==> config.mk <==
export PLATFORM = sky130hd
export DESIGN_NAME = json_string_escaper_core
export DESIGN_NICKNAME = d
export VERILOG_FILES = /design/src/hw/rtl/jse_pkg.sv /design/src/hw/rtl/jse_front.sv /design/src/hw/rtl/jse_queue.sv /design/src/hw/rtl/jse_back.sv /design/src/hw/rtl/json_string_escaper_core.sv
export SDC_FILE = /design/constraint.sdc
export NUM_CORES = 1
export LEC_CHECK = 0
export BUFFER_PORTS_ARGS = -buffer_cell sky130_fd_sc_hd__buf_2
export CORE_MARGIN = 5
export CORE_UTILIZATION = 60
export DETAILED_ROUTE_END_ITERATION = 10
export HOLD_SLACK_MARGIN = 0.02
export PLACE_DENSITY = 0.79
export SLEW_MARGIN = 25
export SYNTH_ARGS = -nofsm -noshare
export SYNTH_HDL_FRONTEND = slang
export SYNTH_HIERARCHICAL = 1
export SYNTH_SLANG_ARGS = --single-unit
==> constraint.sdc <==
create_clock -name clk -period 8.5 [get_ports clk]
set_input_delay 0.425 -clock clk [delete_from_list [all_inputs] [get_ports clk]]
set_output_delay 0.425 -clock clk [all_outputs]
set_load 0.01 [all_outputs]
==> src/hw/rtl/jse_pkg.sv <==
package jse_pkg;

  // fixed widths
  localparam int unsigned COUNT_W = 17;
  localparam int unsigned BYTE_W  = 8;

  // input op codes
  localparam logic [1:0] OP_RAW   = 2'd0;
  localparam logic [1:0] OP_ESC   = 2'd1;
  localparam logic [1:0] OP_CLEAR = 2'd2;

  // line limit after reset
  localparam logic [COUNT_W-1:0] LIMIT_RESET = 17'h10000;

  // characters used in escapes
  localparam logic [7:0] CH_BSLASH = 8'h5C;
  localparam logic [7:0] CH_QUOTE  = 8'h22;
  localparam logic [7:0] CH_U      = 8'h75;
  localparam logic [7:0] CH_ZERO   = 8'h30;
  localparam logic [7:0] CH_N      = 8'h6E;
  localparam logic [7:0] CH_R      = 8'h72;
  localparam logic [7:0] CH_T      = 8'h74;
  localparam logic [7:0] CH_B      = 8'h62;
  localparam logic [7:0] CH_F      = 8'h66;
  localparam logic [7:0] CTRL_TOP  = 8'h20;

  // control bytes with a short escape
  localparam logic [7:0] C_NL = 8'h0A;
  localparam logic [7:0] C_CR = 8'h0D;
  localparam logic [7:0] C_HT = 8'h09;
  localparam logic [7:0] C_BS = 8'h08;
  localparam logic [7:0] C_FF = 8'h0C;

  // item kinds after classification
  typedef logic [1:0] kind_t;
  localparam kind_t KIND_PLAIN = 2'd0;
  localparam kind_t KIND_PAIR  = 2'd1;
  localparam kind_t KIND_UNI   = 2'd2;
  localparam kind_t KIND_CLEAR = 2'd3;

  typedef logic [2:0] run_len_t;

  // classified item: for a pair the escape letter, else the input byte
  typedef struct packed {
    kind_t      kind;
    logic [7:0] data;
  } item_t;

  // queue head as seen by the back end
  typedef struct packed {
    logic  valid;
    item_t item;
  } q_head_t;

  // output bytes produced by one item
  function automatic run_len_t run_len(input kind_t kind);
    run_len_t len;
    case (kind)
      KIND_PLAIN: len = 3'd1;
      KIND_PAIR:  len = 3'd2;
      KIND_UNI:   len = 3'd6;
      default:    len = 3'd0;
    endcase
    return len;
  endfunction

  // lowercase hex digit
  function automatic logic [7:0] hex_digit(input logic [3:0] n);
    logic [7:0] d;
    if (n < 4'd10) begin
      d = CH_ZERO + {4'b0, n};
    end else begin
      d = 8'h57 + {4'b0, n};
    end
    return d;
  endfunction

  // byte at position idx of the item's run
  function automatic logic [7:0] run_byte(input kind_t kind, input logic [7:0] data,
                                          input run_len_t idx);
    logic [7:0] b;
    b = data;
    case (kind)
      KIND_PAIR: begin
        b = (idx == 3'd0) ? CH_BSLASH : data;
      end
      KIND_UNI: begin
        case (idx)
          3'd0:    b = CH_BSLASH;
          3'd1:    b = CH_U;
          3'd2:    b = CH_ZERO;
          3'd3:    b = CH_ZERO;
          3'd4:    b = hex_digit(data[7:4]);
          default: b = hex_digit(data[3:0]);
        endcase
      end
      default: b = data;
    endcase
    return b;
  endfunction

endpackage

==> src/hw/rtl/jse_front.sv <==
module jse_front (
  input  logic                  in_valid,
  output logic                  in_stall,
  input  logic [1:0]            in_op,
  input  logic [7:0]            in_data_byte,
  input  logic                  q_full,
  output logic                  push,
  output jse_pkg::item_t        push_item
);

  logic op_used;

  // classify one input beat
  always_comb begin
    op_used        = 1'b1;
    push_item.kind = jse_pkg::KIND_PLAIN;
    push_item.data = in_data_byte;
    case (in_op)
      jse_pkg::OP_RAW: begin
        push_item.kind = jse_pkg::KIND_PLAIN;
      end
      jse_pkg::OP_ESC: begin
        push_item.kind = jse_pkg::KIND_PAIR;
        case (in_data_byte)
          jse_pkg::CH_QUOTE:  push_item.data = jse_pkg::CH_QUOTE;
          jse_pkg::CH_BSLASH: push_item.data = jse_pkg::CH_BSLASH;
          jse_pkg::C_NL:      push_item.data = jse_pkg::CH_N;
          jse_pkg::C_CR:      push_item.data = jse_pkg::CH_R;
          jse_pkg::C_HT:      push_item.data = jse_pkg::CH_T;
          jse_pkg::C_BS:      push_item.data = jse_pkg::CH_B;
          jse_pkg::C_FF:      push_item.data = jse_pkg::CH_F;
          default: begin
            if (in_data_byte < jse_pkg::CTRL_TOP) begin
              push_item.kind = jse_pkg::KIND_UNI;
            end else begin
              push_item.kind = jse_pkg::KIND_PLAIN;
            end
          end
        endcase
      end
      jse_pkg::OP_CLEAR: begin
        push_item.kind = jse_pkg::KIND_CLEAR;
      end
      default: begin
        // unused op: taken and dropped
        op_used = 1'b0;
      end
    endcase
  end

  // accept whenever the queue has room
  assign in_stall = q_full;
  assign push     = in_valid && !q_full && op_used;

endmodule

==> src/hw/rtl/jse_queue.sv <==
module jse_queue #(
  parameter int unsigned DEPTH = 4
) (
  input  logic            clk,
  input  logic            rst_n,
  input  logic            push,
  input  jse_pkg::item_t  push_item,
  input  logic            pop,
  output logic            full,
  output jse_pkg::q_head_t head
);

  localparam int unsigned PTR_W = (DEPTH > 1) ? $clog2(DEPTH) : 1;
  localparam int unsigned CNT_W = $clog2(DEPTH + 1);
  localparam logic [PTR_W-1:0] PTR_LAST = PTR_W'(DEPTH - 1);
  localparam logic [CNT_W-1:0] CNT_FULL = CNT_W'(DEPTH);

  jse_pkg::item_t   mem_r [DEPTH];
  logic [PTR_W-1:0] wr_ptr_r, wr_ptr_nxt;
  logic [PTR_W-1:0] rd_ptr_r, rd_ptr_nxt;
  logic [CNT_W-1:0] cnt_r, cnt_nxt;
  logic             do_push, do_pop;

  assign full       = (cnt_r == CNT_FULL);
  assign head.valid = (cnt_r != '0);
  assign head.item  = mem_r[rd_ptr_r];

  assign do_push = push && !full;
  assign do_pop  = pop && head.valid;

  // pointer and fill count update
  always_comb begin
    wr_ptr_nxt = wr_ptr_r;
    rd_ptr_nxt = rd_ptr_r;
    cnt_nxt    = cnt_r;
    if (do_push) begin
      wr_ptr_nxt = (wr_ptr_r == PTR_LAST) ? '0 : wr_ptr_r + 1'b1;
    end
    if (do_pop) begin
      rd_ptr_nxt = (rd_ptr_r == PTR_LAST) ? '0 : rd_ptr_r + 1'b1;
    end
    if (do_push && !do_pop) begin
      cnt_nxt = cnt_r + 1'b1;
    end else if (do_pop && !do_push) begin
      cnt_nxt = cnt_r - 1'b1;
    end
  end

  always_ff @(posedge clk) begin
    if (!rst_n) begin
      wr_ptr_r <= '0;
      rd_ptr_r <= '0;
      cnt_r    <= '0;
    end else begin
      wr_ptr_r <= wr_ptr_nxt;
      rd_ptr_r <= rd_ptr_nxt;
      cnt_r    <= cnt_nxt;
    end
  end

  // entry storage
  always_ff @(posedge clk) begin
    if (do_push) begin
      mem_r[wr_ptr_r] <= push_item;
    end
  end

endmodule

==> src/hw/rtl/jse_back.sv <==
module jse_back (
  input  logic                  clk,
  input  logic                  rst_n,
  input  logic                  cfg_we,
  input  logic [16:0]           cfg_wdata,
  input  jse_pkg::q_head_t      head,
  output logic                  pop,
  output logic                  out_valid,
  input  logic                  out_stall,
  output logic [7:0]            out_byte,
  output logic                  out_last_of_run,
  output logic                  out_line_truncated
);

  logic [jse_pkg::COUNT_W-1:0] max_r;
  logic [jse_pkg::COUNT_W-1:0] count_r, count_nxt;
  logic                        trunc_r, trunc_nxt;

  // run being expanded
  logic                 cur_valid_r, cur_valid_nxt;
  jse_pkg::kind_t       cur_kind_r;
  logic [7:0]           cur_data_r;
  jse_pkg::run_len_t    cur_idx_r;
  jse_pkg::run_len_t    cur_kept_r;
  logic                 cur_trunc_r;

  // output register
  logic       out_valid_r;
  logic [7:0] out_byte_r;
  logic       out_last_r;
  logic       out_trunc_r;

  logic                        out_load, emit, last_beat, cur_done, load_cur;
  jse_pkg::run_len_t           len, kept;
  logic [jse_pkg::COUNT_W-1:0] avail;
  logic                        under_limit, fits, trunc_after;

  assign out_load  = !out_valid_r || !out_stall;
  assign emit      = cur_valid_r && out_load;
  assign last_beat = (cur_idx_r == cur_kept_r - 3'd1);
  assign cur_done  = emit && last_beat;
  assign pop       = head.valid && (!cur_valid_r || cur_done);

  // how much of the next run fits in the line
  always_comb begin
    len         = jse_pkg::run_len(head.item.kind);
    under_limit = (count_r < max_r);
    avail       = max_r - count_r;
    fits        = (avail >= {{(jse_pkg::COUNT_W-3){1'b0}}, len});
    if (trunc_r || !under_limit) begin
      kept        = 3'd0;
      trunc_after = 1'b1;
    end else if (fits) begin
      kept        = len;
      trunc_after = 1'b0;
    end else begin
      kept        = avail[2:0];
      trunc_after = 1'b1;
    end
  end

  // line count and sticky flag move when a run leaves the queue
  always_comb begin
    count_nxt     = count_r;
    trunc_nxt     = trunc_r;
    load_cur      = 1'b0;
    cur_valid_nxt = cur_valid_r && !cur_done;
    if (pop) begin
      if (head.item.kind == jse_pkg::KIND_CLEAR) begin
        count_nxt = '0;
        trunc_nxt = 1'b0;
      end else begin
        count_nxt = count_r + {{(jse_pkg::COUNT_W-3){1'b0}}, kept};
        trunc_nxt = trunc_after;
        if (kept != 3'd0) begin
          load_cur      = 1'b1;
          cur_valid_nxt = 1'b1;
        end
      end
    end
  end

  // control state
  always_ff @(posedge clk) begin
    if (!rst_n) begin
      max_r       <= jse_pkg::LIMIT_RESET;
      count_r     <= '0;
      trunc_r     <= 1'b0;
      cur_valid_r <= 1'b0;
      out_valid_r <= 1'b0;
    end else begin
      if (cfg_we) begin
        max_r <= cfg_wdata;
      end
      count_r     <= count_nxt;
      trunc_r     <= trunc_nxt;
      cur_valid_r <= cur_valid_nxt;
      if (out_load) begin
        out_valid_r <= cur_valid_r;
      end
    end
  end

  // run registers
  always_ff @(posedge clk) begin
    if (load_cur) begin
      cur_kind_r  <= head.item.kind;
      cur_data_r  <= head.item.data;
      cur_kept_r  <= kept;
      cur_trunc_r <= trunc_after;
      cur_idx_r   <= 3'd0;
    end else if (emit) begin
      cur_idx_r <= cur_idx_r + 3'd1;
    end
  end

  // output beat payload
  always_ff @(posedge clk) begin
    if (emit) begin
      out_byte_r  <= jse_pkg::run_byte(cur_kind_r, cur_data_r, cur_idx_r);
      out_last_r  <= last_beat;
      out_trunc_r <= cur_trunc_r;
    end
  end

  assign out_valid          = out_valid_r;
  assign out_byte           = out_byte_r;
  assign out_last_of_run    = out_last_r;
  assign out_line_truncated = out_trunc_r;

endmodule

==> src/hw/rtl/json_string_escaper_core.sv <==
// JSON string escaper with a per-line byte limit. Each input beat is a raw byte, a string
// byte to escape, or a line clear; escaped bytes expand to 1, 2 or 6 output beats. Plain
// bytes stream at one beat per clock while out_stall is low; an input item holds the
// expander until all its bytes have left, and the input stalls only once the queue of
// QUEUE_DEPTH classified items between the classifier and the expander has filled.
// A clear or an item whose bytes are all dropped yields no beat. An input beat passes the
// queue, the run registers and the output register before its first output beat. Once the
// line limit is reached, later bytes drop until a clear; line_truncated marks cut runs.
module json_string_escaper_core #(
  parameter int unsigned QUEUE_DEPTH = 4
) (
  input  logic        clk,
  input  logic        rst_n,
  input  logic        cfg_we,
  input  logic [16:0] cfg_wdata,
  input  logic        in_valid,
  output logic        in_stall,
  input  logic [1:0]  in_op,
  input  logic [7:0]  in_data_byte,
  output logic        out_valid,
  input  logic        out_stall,
  output logic [7:0]  out_byte,
  output logic        out_last_of_run,
  output logic        out_line_truncated
);

  logic             q_full;
  logic             push;
  logic             pop;
  jse_pkg::item_t   push_item;
  jse_pkg::q_head_t head;

  // classify input beats
  jse_front u_front (
    .in_valid     (in_valid),
    .in_stall     (in_stall),
    .in_op        (in_op),
    .in_data_byte (in_data_byte),
    .q_full       (q_full),
    .push         (push),
    .push_item    (push_item)
  );

  // decoupling queue
  jse_queue #(
    .DEPTH (QUEUE_DEPTH)
  ) u_queue (
    .clk       (clk),
    .rst_n     (rst_n),
    .push      (push),
    .push_item (push_item),
    .pop       (pop),
    .full      (q_full),
    .head      (head)
  );

  // expand runs, apply the line limit
  jse_back u_back (
    .clk                (clk),
    .rst_n              (rst_n),
    .cfg_we             (cfg_we),
    .cfg_wdata          (cfg_wdata),
    .head               (head),
    .pop                (pop),
    .out_valid          (out_valid),
    .out_stall          (out_stall),
    .out_byte           (out_byte),
    .out_last_of_run    (out_last_of_run),
    .out_line_truncated (out_line_truncated)
  );

endmodule

==> results of run 1 <==
per-stage QoR:
| step | power [mW] | instance area (sq um) |
|---|---|---|
| after floorplan | 1.43 | 6500 |
| after global placement | 1.60 | 6780 |
| after detailed placement | 1.63 | 6790 |
| after CTS | 2.27 | 7320 |
| after global routing | 2.42 | 7320 |
| final | 2.27 | 7320 |
cells by family (layout without fill, tap and decap cells):
logic type               count (synthesis)  count (layout)
AO/OA/AOI/OAI                          132             132
XOR/XNOR                                27              27
adder cells (fa/ha/maj)                 48              48
buffers and inverters                   74             126
flip-flops                             113             113
multiplexers                            32              32
AND/OR/NAND/NOR                        203             203
registers in the layout (all words and copies together), names as in the netlist, named ones only:
name,cells
u_queue/mem_r,40
u_back/count_r,17
u_back/max_r,17
u_back/cur_data_r,8
u_back/out_byte,8
u_back/cur_idx_r,3
u_back/cur_kept_r,3
u_queue/cnt_r,3
u_back/cur_kind_r,2
u_queue/rd_ptr_r,2
u_queue/wr_ptr_r,2
u_back/cur_trunc_r,1
u_back/cur_valid_r,1
u_back/out_last_of_run,1
u_back/out_line_truncated,1
u_back/out_valid,1
u_back/trunc_r,1
cell type report:
cell class,count,area [sq um],share of cell area [%]
clock buffer,20,445,6.09
clock inverter,12,85.1,1.16
inverter,50,188,2.56
multi-input combinational,442,3300,45.1
sequential,113,2900,39.7
tap,140,175,2.39
timing repair buffer,44,223,3.04
per-layer routing:
metal  wire, microns  part of all wire (%)
met4             244                   1.8
met5               0                     0
met3             995                   7.3
met1            6190                    45
met2            6200                    46
worst paths after layout:
path                                                            end  slack, ps  cells past startpoint
worst min register to register  u_back/out_line_truncated$_DFFE_PP_        470                      0
worst min-delay path                  u_back/max_r[16]$_SDFFE_PN1P_        130                      3
worst max register to register      u_back/count_r[16]$_SDFFE_PN0P_       2650                     19
worst max-delay path                u_back/count_r[16]$_SDFFE_PN0P_       2650                     19
where the power goes:
group	internal [mW]	switching (mW)	total, mW
registers	0.717	0.0835	0.801
clock network	0.373	0.251	0.624
logic	0.350	0.496	0.846
total	1.44	0.830	2.27
cells in the mapped netlist (3+ instances only):
library cell / instances / area [sq um]
or3_1: 8 / 50.1
nor3_1: 15 / 75.1
and2_1: 10 / 62.6
ha_1: 45 / 563
a21oi_1: 37 / 185
a211oi_1: 8 / 60.1
xor2_1: 5 / 43.8
and3_1: 5 / 31.3
nand4_1: 4 / 25.0
mux4_2: 10 / 225
dfxtp_1: 49 / 981
o22ai_1: 5 / 31.3
a31oi_1: 3 / 18.8
buf_2: 7 / 35.0
nand3_1: 15 / 75.1
nand2b_1: 7 / 43.8
xnor2_1: 21 / 184
nor2_1: 68 / 255
a32o_1: 4 / 40.0
mux2i_1: 21 / 210
a21o_1: 6 / 45.0
edfxtp_1: 64 / 1920
nor2b_1: 12 / 75.1
o21ai_0: 28 / 140
fa_1: 3 / 60.1
nor4_1: 5 / 31.3
clkbuf_1: 12 / 45.0
nor3b_1: 3 / 22.5
inv_1: 50 / 188
nand2_1: 33 / 124
o31ai_1: 3 / 22.5
o21a_1: 3 / 22.5
o2111ai_1: 5 / 43.8
a21boi_0: 3 / 22.5
buf_4: 3 / 22.5
worst max-delay path, stage by stage (launching register included):
cell and delay, ps:
dfxtp_1 740, mux4_2 610, inv_1 100, ha_1 260, inv_1 90, ha_1 260
a311oi_1 280, o2111ai_1 140, nor4_1 230, nand4_1 180, nor4_1 580, a21oi_1 180
nor3_1 580, fa_1 330, a21oi_1 90, nor3_1 370, nor2b_1 330, nand3_1 150
xnor2_1 170, nor2_1 50
==> impl_results.md, run 1 <==
- Setup CP Type: reg -> reg
- # DRC: 0
- GR Overflow Total: 0
- GP Congestion: 0.926
- Post-Place Cells: 789
- Largest net degree at the start of global routing: 22
- WP data arrival: 6270 ps
- Rel. slew slack: 50.9%
- Number of diodes: 0
- H-tree levels: 4
- Min Hold Slack: 131 ps
- Hold Crit Class: in -> reg
- Fin. max-slew vios: 0
- Post-Syn Area per Cell: 10.3 sq um
- Mux cell area share after synthesis: 6.87%
- WL/cell: 16.6 microns
- Commonest register cell after synthesis: edfxtp_1
- M1 GR Usage: 30.1%
- Leak Pwr: 2.86 nW
- First-pass DRT Iterations: 7
- Met3 usage: 5.87%
- DR vias/cell: 6.01
- Power Dens Cells: 310 nW/um^2
- #FFs+latches synth: 113
- MaxCap Viol Count: 0
- Global Route Usage Sum: 22.4%
- Clk sinks: 113
- Simple-Gate Fraction of Synth Area: 16.4%
- CTS tree: yes
- Post-CTS setup buffers: 0
- Share of cells above drive strength 1: 15.3%
- EDFF count, synth: 64
- Initial DRC count: 373
- Clock buffer count from CTS: 17
- RSZ-0062 raised after global routing: no
- Synthesized area: 6500 sq um
- Drt total wl: 13.6 mm
- Port Buffers: 43
- Cells after synthesis: 629
- Min cycle time layout: 5850 ps
- Initial Util: 60.5%
- Final core utilization: 68.1%
- Final WS setup: 2650 ps
- Post-route setup TNS: 0 ps
- Post-DP HPWL: 9.84 mm
- Pre-CTS setup slack: 2850 ps
- Largest family of logic cells by synthesized area: simple AND/OR/NAND/NOR gates
- Final net count: 748
- Worst setup EP type: flip-flop
- Status: finished, final reports clean
- Max clock buf depth: 2
- Synth Area in Compound Gates: 14.0%
- DIE AREA: 13000 sq um
- Worst-path fanout max: 10
- Part of the Yosys area used for sequential elements: 44.6%
- Syn-to-layout area delta: 12.5%
- Crit path launch type: flip-flop
- Asr flop ratio synth: 0%
- Commonest non-fill, non-tap cell in the layout: nor2_1
- Commonest non-fill, non-tap cells in the layout: nor2_1, edfxtp_1, inv_1
- Vias in the first global route: 4800
- Die X: 114 microns
- Final period utilization: 68.8%
- Adder-Cell Fraction of Synth Area: 9.58%
- Slew @ Worst Pin: 736 ps
- Highest Clock Rate: 171 MHz
- Post-CTS Hold Fix Bufs: 0
- Worst-Skew Late Latency: 530 ps
- First-pass GRT wire length: 22.8 mm
- Top Ports: 44
- Antenna-violating nets left: 0
- Die H: 114 microns
- Clock skew: 7.52 ps
- Initial antenna violation count: 0
- Library cells used by synthesis: 76
- Hold wc startpoint: cfg_wdata[16]
- Final std cells w/o fill: 821
- GR Layer Usage met2: 34.3%
- Syn Nets: 709
- CTS root buf: clkbuf_8
- Fillers: 816
- VDD IR max: 0.000212 V
- Via count: 4932
- Synth Area in XOR/XNOR: 3.87%
- CTS clk-pin slew, worst paths: 60 ps
- GR peak layer: met2
- Number of synthesis warnings: 6
- Final hold viol count: 0
- Row count: 38
- Setup-failing EPs final: 0
- Core ar.: 10700 sq um
- Post-CTS resize count: 0
- WP data required: 8920 ps
Note: power is estimated with default switching activity, not from simulation.
==> inputs of run 2 (changes only) <==
--- a/config.mk
+++ b/config.mk
@@ -7,10 +7,10 @@
 export LEC_CHECK = 0
 export BUFFER_PORTS_ARGS = -buffer_cell sky130_fd_sc_hd__buf_2
 export CORE_MARGIN = 5
-export CORE_UTILIZATION = 60
+export CORE_UTILIZATION = 55
 export DETAILED_ROUTE_END_ITERATION = 10
 export HOLD_SLACK_MARGIN = 0.02
-export PLACE_DENSITY = 0.79
+export PLACE_DENSITY = 0.76
 export SLEW_MARGIN = 25
 export SYNTH_ARGS = -nofsm -noshare
 export SYNTH_HDL_FRONTEND = slang
==> constraint.sdc (replaced) <==
create_clock -name clk -period 5.1 [get_ports clk]
set_input_delay 0.255 -clock clk [delete_from_list [all_inputs] [get_ports clk]]
set_output_delay 0.255 -clock clk [all_outputs]
set_load 0.01 [all_outputs]
==> run 2 against run 1 <==
Against the previous run:
- worst hold slack lost 48 ps
- critical endpoint is now u_back/count_r[14]$_SDFFE_PN0P_
- register-to-register slack worse by 2400 ps
- sequential cell count is the same
==> impl_results.md, run 2 (same netlist as run 1, synthesis figures left out) <==
- Antenna-violating nets left: 0 (unchanged)
- Worst-path fanout max: 5 (was 10)
- Clk sinks: 113 (unchanged)
- Power Dens Cells: 536 nW/um^2 (was 310 nW/um^2)
- P_int: 2.66 mW (was 1.44 mW)
- Max clock buf depth: 2 (unchanged)
- Syn-to-layout area delta: 16.9% (was 12.5%)
- VDD IR max: 0.000347 V (was 0.000212 V)
- Drt total wl: 14.2 mm (was 13.6 mm)
- WP data arrival: 5200 ps (was 6270 ps)
- Fin. max-slew vios: 0 (unchanged)
- Largest reg by FF count: u_queue/mem_r (unchanged)
- Die H: 119 microns (was 114 microns)
- H-tree levels: 4 (unchanged)
- Switching Fraction: 34.7% (was 36.6%)
- Initial Util: 56.5% (was 60.5%)
- Largest net degree at the start of global routing: 22 (unchanged)
- First-pass GRT wire length: 23.4 mm (was 22.8 mm)
- Worst-Skew Late Latency: 410 ps (was 530 ps)
- CTS root buf: clkbuf_16 (was clkbuf_8)
- Share of cells above drive strength 1: 19.6% (was 15.3%)
- Part of the power in registers: 32.3% (was 35.3%)
- Number of diodes: 0 (unchanged)
- Logic pwr share: 37.8% (was 37.3%)
- Total power: 4.07 mW (was 2.27 mW)
- Setup-failing EPs final: 0 (unchanged)
- Leak Pwr: 2.99 nW (was 2.86 nW)
- Fillers: 881 (was 816)
- Clock skew: 9.02 ps (was 7.52 ps)
- Post-CTS Hold Fix Bufs: 0 (unchanged)
- Max reg flops: 40 (unchanged)
- Highest Clock Rate: 204 MHz (was 171 MHz)
- RSZ-0062 raised after global routing: yes (was no)
- Vias in the first global route: 4809 (was 4800)
- DIE AREA: 14100 sq um (was 13000 sq um)
- Final net count: 762 (was 748)
- Rel. slew slack: 51.5% (was 50.9%)
- GR Overflow Total: 0 (unchanged)
- Final WS setup: 200 ps (was 2650 ps)
- Row count: 39 (was 38)
- Global Route Usage Sum: 20.6% (was 22.4%)
- Worst setup EP type: flip-flop (unchanged)
- Crit path launch type: flip-flop (unchanged)
- Commonest non-fill, non-tap cell in the layout: nor2_1 (unchanged)
- Initial antenna violation count: 0 (unchanged)
- Top flop regs: u_queue/mem_r: 40 flops, u_back/count_r: 17 flops, u_back/max_r: 17 flops (unchanged)
- Post-route setup TNS: 0 ps (unchanged)
- WP data required: 5400 ps (was 8920 ps)
- Min cycle time layout: 4900 ps (was 5850 ps)
- DR vias/cell: 5.85 (was 6.01)
- First-pass DRT Iterations: 5 (was 7)
- Status: finished, final reports clean (unchanged)
- Pre-CTS setup slack: -39.9 ps (was 2850 ps)
- Clock power frac: 29.9% (was 27.5%)
- # DRC: 0 (unchanged)
- Commonest non-fill, non-tap cells in the layout: nor2_1, edfxtp_1, inv_1 (unchanged)
- Top Ports: 44 (unchanged)
- GP Congestion: 0.976 (was 0.926)
- Post-DP HPWL: 10.2 mm (was 9.84 mm)
- Initial DRC count: 371 (was 373)
- Via count: 4900 (was 4932)
- Hold Crit Class: in -> reg (unchanged)
- MaxCap Viol Count: 0 (unchanged)
- Switching Power: 1.42 mW (was 0.830 mW)
- WL/cell: 16.9 microns (was 16.6 microns)
- Port Buffers: 43 (unchanged)
- Clock buffer count from CTS: 17 (unchanged)
- Slew @ Worst Pin: 727 ps (was 736 ps)
- Die X: 119 microns (was 114 microns)
- CTS tree: yes (unchanged)
- Core ar.: 11500 sq um (was 10700 sq um)
- Setup CP Type: reg -> reg (unchanged)
- Final period utilization: 96.1% (was 68.8%)
- Final hold viol count: 0 (unchanged)
- CTS clk-pin slew, worst paths: 60 ps (about the same)
-- run 2: cell count changes in the layout (fill, tap and decap cells not counted), sizes merged --
cell / previous run / this run
bufinv: 0 / 3
buf: 44 / 58
clkinvlp: 4 / 2
clkinv: 6 / 4
inv: 52 / 53
-- run 2: power by group through the flow --
stage / clock network (mW) / registers [mW] / logic (mW)
after CTS: 1.24 / 1.31 / 1.47
final: 1.22 / 1.32 / 1.54
after global routing: 1.28 / 1.34 / 1.70
after global placement: 0 / 1.32 / 1.39
after detailed placement: 0 / 1.33 / 1.41
after floorplan: 0 / 1.30 / 1.08
-- run 2: path summary, 6_finish.rpt --
| check | startpoint | to | slack, ps | cells past startpoint |
|---|---|---|---|---|
| max | flip-flop | u_back/count_r[14]$_SDFFE_PN0P_ | 200 | 22 |
| min | cfg_wdata[15] | u_back/max_r[15]$_SDFFE_PN0P_ | 80 | 3 |
| max reg2reg | flip-flop | u_back/count_r[14]$_SDFFE_PN0P_ | 200 | 22 |
| min reg2reg | u_back/cur_trunc_r$_DFFE_PP_ | u_back/out_line_truncated$_DFFE_PP_ | 450 | 0 |
-- run 2: final cells by class --
class	count	area, sq um	share of cell area, %
multi-input combinational	442	3380	44.5
tap	143	179	2.35
inverter	50	188	2.47
clock inverter	12	154	2.02
sequential	113	2910	38.2
clock buffer	20	467	6.14
timing repair buffer	58	328	4.31
-- run 2: what timing repair did --
action / 4_1_cts / 5_1_grt
pin swaps: 0 / 11
gates resized for setup: 5 / 18
endpoints found under the setup margin: 7 / 13
setup buffers: 0 / 7
-- run 2: per-layer routing --
layer	vias to the layer above	track usage, %	part of all wire [%]
met1	2352	29.2	48
met4	0	6.37	1.5
met3	18	4.78	5.8
li1	2402	-	-
met2	128	31.6	45
met5	-	0	0
-- run 2: stage by stage --
stage | cell area (sq um) | instances | utilization [%] | hold slack, ps
2_1_floorplan | 6500 | 629 | - | 317
3_3_place_gp | 6840 | 799 | 59.4 | 433
3_5_place_dp | 6840 | 799 | 59.4 | 432
4_1_cts | 7480 | 831 | 65.0 | 71.8
5_1_grt | 7610 | 838 | 66.0 | 82.9
6_report | 7610 | 838 | 66.0 | 83.5
-- run 2: worst max-delay path, cell delays in order, from the launching register on --
cell and delay, ps:
dfxtp_4 360, mux4_2 500, inv_1 100, ha_1 200, inv_1 60, ha_1 300
a311oi_2 310, o2111ai_2 130, nor4_1 200, nand4_1 180, or4_4 560, buf_4 170
o21ai_0 210, a21oi_2 100, ha_2 220, fa_2 380, a21oi_2 180, nor3_1 70
buf_4 150, nor2b_4 130, nand3_1 110, xnor2_1 120, nor2_1 60
